$ cat src/stacked_sorted_rows_search_macros.svh
// Assertion macros for the stacked sorted rows search block.
// Used by stacked_sorted_rows_search.sv; no other dependencies.
`ifndef STACKED_SORTED_ROWS_SEARCH_MACROS_SVH
`define STACKED_SORTED_ROWS_SEARCH_MACROS_SVH

`ifndef NO_ASSERTIONS
`define SSRS_ASSERT_ALWAYS(label, clk, rstn, expr) \
    label: assert property (@(posedge clk) disable iff (!(rstn)) (expr)) \
        else $error("invariant violated");
`define SSRS_ASSERT_NEXT(label, clk, rstn, ante, cons) \
    label: assert property (@(posedge clk) disable iff (!(rstn)) (ante) |=> (cons)) \
        else $error("next-cycle check failed");
`else
`define SSRS_ASSERT_ALWAYS(label, clk, rstn, expr)
`define SSRS_ASSERT_NEXT(label, clk, rstn, ante, cons)
`endif

`endif

$ cat src/ssrs_pkg.sv
// Shared types and constants for the stacked sorted rows search block.
// No dependencies.
package ssrs_pkg;

    localparam int VALUE_WIDTH      = 32;
    localparam int MAX_ROWS_DEF     = 16;
    localparam int MAX_ELEMENTS_DEF = 256;

    localparam logic [1:0] ACT_LOAD  = 2'd0;
    localparam logic [1:0] ACT_QUERY = 2'd1;
    localparam logic [1:0] ACT_CLEAR = 2'd2;

    localparam logic [1:0] STAT_OK    = 2'd0;
    localparam logic [1:0] STAT_FOUND = 2'd1;
    localparam logic [1:0] STAT_MISS  = 2'd2;
    localparam logic [1:0] STAT_OVER  = 2'd3;

    typedef struct packed {
        logic [1:0]                    action;
        logic signed [VALUE_WIDTH-1:0] value;
        logic                          last_in_row;
    } ssrs_in_t;

    typedef struct packed {
        logic [1:0] status;
        logic [7:0] position;
        logic [3:0] rows_below;
    } ssrs_out_t;

    typedef enum logic [2:0] {
        S_IDLE,
        S_ROW_RD,
        S_ROW_INIT,
        S_PROBE_RD,
        S_PROBE_CMP,
        S_DONE
    } ssrs_state_t;

    typedef struct packed {
        logic init;
        logic issue;
        logic step;
    } ssrs_probe_ctl_t;

    typedef struct packed {
        logic live;
        logic hit;
    } ssrs_probe_sts_t;

endpackage

$ cat src/ssrs_probe.sv
// Binary search bounds and midpoint for one row of the stacked sorted rows search.
// Depends on ssrs_pkg.
module ssrs_probe #(
    parameter int CW = 9
) (
    input  logic                                    aclk,
    input  ssrs_pkg::ssrs_probe_ctl_t               ctl,
    input  logic [CW-1:0]                           row_len,
    input  logic signed [ssrs_pkg::VALUE_WIDTH-1:0] elem_data,
    input  logic signed [ssrs_pkg::VALUE_WIDTH-1:0] key,
    output logic [CW-1:0]                           mid,
    output logic [CW-1:0]                           mid_reg,
    output ssrs_pkg::ssrs_probe_sts_t               sts
);

    logic [CW-1:0] lo_reg;
    logic [CW-1:0] hp_reg;
    logic [CW:0]   span_sum;

    assign span_sum = {1'b0, lo_reg} + {1'b0, hp_reg} - {{CW{1'b0}}, 1'b1};
    assign mid      = span_sum[CW:1];
    assign sts.live = lo_reg < hp_reg;
    assign sts.hit  = elem_data == key;

    always_ff @(posedge aclk) begin
        if (ctl.init) begin
            lo_reg <= '0;
            hp_reg <= row_len;
        end else if (ctl.step) begin
            if (elem_data > key) begin
                hp_reg <= mid_reg;
            end else if (elem_data < key) begin
                lo_reg <= mid_reg + CW'(1);
            end
        end
        if (ctl.issue) begin
            mid_reg <= mid;
        end
    end

endmodule

$ cat config.mk
export PLATFORM = sky130hd
export DESIGN_NAME = ssrs_probe
export DESIGN_NICKNAME = d
export VERILOG_FILES = /design/src/stacked_sorted_rows_search_macros.svh /design/src/ssrs_pkg.sv /design/src/ssrs_probe.sv
export SDC_FILE = /design/constraint.sdc
export NUM_CORES = 1
export LEC_CHECK = 0
export BUFFER_PORTS_ARGS = -buffer_cell sky130_fd_sc_hd__buf_2
export CORE_MARGIN = 2
export CORE_UTILIZATION = 55
export DETAILED_ROUTE_END_ITERATION = 10
export PLACE_DENSITY = 0.95
export SLEW_MARGIN = 10
export SYNTH_ARGS = -nofsm -noshare
export SYNTH_HDL_FRONTEND = slang
export SYNTH_SLANG_ARGS = --single-unit
$ cat constraint.sdc
create_clock -name aclk -period 5.1 [get_ports aclk]
set_input_delay 0.765 -clock aclk [delete_from_list [all_inputs] [get_ports aclk]]
set_output_delay 0.765 -clock aclk [all_outputs]
set_load 0.02 [all_outputs]
==> out/summary.md <==
Status
- status: complete, no violations

Synth
- Synth warnings: 0
- post-synthesis compound-gate area fraction: 14.2%
- most area-hungry cell type in the Yosys netlist: sky130_fd_sc_hd__ha_1
- number of nets produced by synthesis: 442
- register bit total from synthesis: 27
- share of the synthesized area in the top cell type: 25.8%
- top cells by instance count after synthesis: sky130_fd_sc_hd__inv_1 (70), sky130_fd_sc_hd__ha_1 (57), sky130_fd_sc_hd__a21oi_1 (23), sky130_fd_sc_hd__nand2_1 (19), sky130_fd_sc_hd__edfxtp_1 (18)
- Top FF cell, synth: sky130_fd_sc_hd__edfxtp_1
- Gate Count Post-Synth: 307
- most repeated cell in the gate-level netlist after synthesis: sky130_fd_sc_hd__inv_1
- share of cell area taken by muxes after synthesis: 6.52%
- xor and xnor fraction of the mapped netlist area: 4.75%
- number of enable flip-flop cells after synthesis: 18
- simple-gate area share of the yosys netlist: 11.9%
- adder-cell share of the synthesized area: 26.5%
- share of flip-flops with an asynchronous set or reset: 0%
- Cell variety after synth: 40
- Mapped Area: 2770 µm²
- proportion of synthesized chip area in sequential cells: 26.1%
- Mean Syn Cell Area: 9.01 µm²
- cells taking the most area after synthesis: sky130_fd_sc_hd__ha_1 (26%), sky130_fd_sc_hd__edfxtp_1 (20%), sky130_fd_sc_hd__inv_1 (9.5%)
- combinational family with the most area after synthesis: adder cells

Power
- worst-case vdd ir drop: 0.494 mV
- Overall Power: 0.00141 W
- standby leakage power: 1.82 nW
- power density relative to cell area: 418 nW/µm²

Layout
- number of diodes: 0
- Syn-to-layout area delta: 21.8%
- layout filler cell count: 353
- fraction of final layout cells with drive strength greater than 1: 29.2%
- net count reported at finish: 540

Die
- placeable core region: 4790 µm²
- row count: 25
- count of boundary I/O pins: 97
- horizontal extent of the die: 74.9 µm
- overall die height: 74.9 µm
- area enclosed by the die boundary: 5610 µm²
- initial standard-cell utilization of the core: 57.8%

Clock network
- Clock Sinks: 27
- Post-CTS Hold Buffers: 0
- clock tree root driver cell: sky130_fd_sc_hd__clkbuf_8
- clock buffer count from CTS: 3
- number of gates resized after cts: 0
- buffer count from post-CTS setup fixing: 0
- insertion delay of the later-clocked pin in the worst-skew pair: 0.29 ns
- CTS tree: yes
- maximum clock insertion buffer count: 2
- Max H-tree Level: 1
- clock input transition at the sequential cells of the worst setup and hold paths: 0.09 ns

Min path
- Min-Delay Path Class: flip-flop to flip-flop

Critical path
- worst endpoint required time: 4.34 ns
- Worst setup SP type: flip-flop
- largest driver fanout on the critical path: 3
- register-to-register setup slack: 2.52 ns
- critical path endpoint category: primary output
- Arrival @ worst endpoint: 2.91 ns
- crit path kind: flip-flop to primary output

Routing
- Detailed Route Iter0 Violations: 68
- total wire length after detailed routing: 6.45 mm
- TritonRoute pass-1 iters: 4
- DRC: 0
- final antenna-violating net count: 0
- post-detailed-route wirelength per cell: 13.7 µm
- detailed-route via count: 2474
- average vias per placed instance: 5.25

GRT
- via count of the first global-routing pass: 2292
- first-pass GRT wire length: 9.61 mm
- pin count of the biggest net entering global routing: 24
- Global Route Usage Sum: 22.1%
- number of antenna violations at the first check in global routing: 0
- overall overflow remaining after global route: 0

Timing
- unrepaired setup endpoints after global routing: false
- Max Slew Vio Count: 0
- time the worst path needs with I/O delays and setup: 3.67 ns
- final worst clock skew: 0.00912 ns
- share of the cycle needed by the critical path after routing: 72.0%
- worst-case headroom to the max-slew limit: 62.6%
- final hold viol count: 0
- FMAX: 0.272 GHz
- Slew @ Worst Pin: 0.556 ns
- count of endpoints failing setup in the final report: 0
- TNS Setup: 0 ns

Job
- total of max-cap violations: 0

Place
- # port buffers: 96
- Post-DP HPWL: 5.34 mm
- weighted congestion reported at the end of routability-driven placement: 0.844

[routing by layer]
layer | global-route usage [%] | wire length, µm | up-vias
met5 | 0 | 0 | -
met4 | 6.35 | 102 | 0
met3 | 1.47 | 439 | 9
met2 | 42.3 | 3190 | 102
met1 | 26.2 | 2720 | 1110
li1 | - | - | 1253
[worst max-delay path: stages, from the launching register on]
cell                       delay, ns
sky130_fd_sc_hd__dfxtp_1        0.36
sky130_fd_sc_hd__inv_1          0.05
sky130_fd_sc_hd__ha_1           0.29
sky130_fd_sc_hd__inv_1          0.09
sky130_fd_sc_hd__ha_1           0.17
sky130_fd_sc_hd__inv_1          0.05
sky130_fd_sc_hd__fa_1           0.39
sky130_fd_sc_hd__inv_1          0.09
sky130_fd_sc_hd__a21oi_1        0.07
sky130_fd_sc_hd__o21bai_1       0.23
sky130_fd_sc_hd__a21o_1         0.15
sky130_fd_sc_hd__a21oi_1        0.08
sky130_fd_sc_hd__o21ai_0        0.20
sky130_fd_sc_hd__xor2_1         0.20
sky130_fd_sc_hd__buf_2          0.19
[worst paths after layout]
path                                 from          to  cells past startpoint
worst max-delay path            lo_reg[1]      mid[8]                     14
worst min-delay path            lo_reg[1]   lo_reg[1]                      2
worst max register to register  lo_reg[1]  mid_reg[8]                     13
worst min register to register  lo_reg[1]   lo_reg[1]                      2
[through the flow]
stage | util [%] | cells | instance area, µm² | setup WS, ns | hold slack [ns]
floorplan | - | 307 | 2770 | 1.94 | 0.469
global placement | 69.3 | 467 | 3320 | 1.88 | 0.487
detailed placement | 69.3 | 467 | 3320 | 1.72 | 0.498
CTS | 70.4 | 471 | 3370 | 1.42 | 0.514
global route | 70.4 | 471 | 3370 | 1.26 | 0.534
finish | 70.4 | 471 | 3370 | 1.43 | 0.511
[logic make-up after synthesis]
logic type | count (synthesis)
AOI/OAI and AO/OA | 58
xor gates and xnor gates | 15
adders and majority gates | 58
buffers and inverters | 74
DFF | 27
muxes | 16
and+or+nand+nor | 59
[power by group]
| group | switching [W] | internal (W) |
|---|---|---|
| Combinational | 0.000520 | 0.000346 |
| Sequential | 0.0000724 | 0.000339 |
| Clock | 0.0000730 | 0.0000557 |
[layout make-up]
| cell class | count | area (µm²) | share of cell area, % |
|---|---|---|---|
| Timing Repair Buffer | 96 | 480 | 14.3 |
| Clock buffer | 3 | 41.3 | 1.23 |
| Sequential cell | 27 | 721 | 21.4 |
| Inverter | 71 | 267 | 7.92 |
| Multi-Input combinational cell | 206 | 1770 | 52.5 |
| Tap cell | 67 | 83.8 | 2.49 |
| Clock inverter | 1 | 7.51 | 0.223 |
[layout by cell type (no fill, tap or decap), types with 2 or more instances in the layout]
| cell type | Yosys | routed |
|---|---|---|
| sky130_fd_sc_hd__a21o_1 | 9 | 9 |
| sky130_fd_sc_hd__a21oi_1 | 23 | 23 |
| sky130_fd_sc_hd__a221oi_1 | 6 | 6 |
| sky130_fd_sc_hd__and4_1 | 4 | 4 |
| sky130_fd_sc_hd__buf_2 | 0 | 96 |
| sky130_fd_sc_hd__clkbuf_8 | 0 | 3 |
| sky130_fd_sc_hd__dfxtp_1 | 9 | 9 |
| sky130_fd_sc_hd__edfxtp_1 | 18 | 18 |
| sky130_fd_sc_hd__ha_1 | 57 | 57 |
| sky130_fd_sc_hd__inv_1 | 70 | 70 |
| sky130_fd_sc_hd__mux2_2 | 8 | 8 |
| sky130_fd_sc_hd__mux2_4 | 2 | 2 |
| sky130_fd_sc_hd__mux2i_1 | 6 | 6 |
| sky130_fd_sc_hd__nand2_1 | 19 | 19 |
| sky130_fd_sc_hd__nand2b_1 | 4 | 4 |
| sky130_fd_sc_hd__nand3_1 | 7 | 7 |
| sky130_fd_sc_hd__nand4_1 | 5 | 5 |
| sky130_fd_sc_hd__nor2_1 | 9 | 9 |
| sky130_fd_sc_hd__nor3_1 | 3 | 3 |
| sky130_fd_sc_hd__o21ai_0 | 8 | 8 |
| sky130_fd_sc_hd__o21ai_1 | 3 | 3 |
| sky130_fd_sc_hd__o21bai_1 | 3 | 3 |
| sky130_fd_sc_hd__xnor2_1 | 8 | 8 |
| sky130_fd_sc_hd__xor2_1 | 7 | 7 |
No activity file was read; power rests on OpenSTA's default activity.
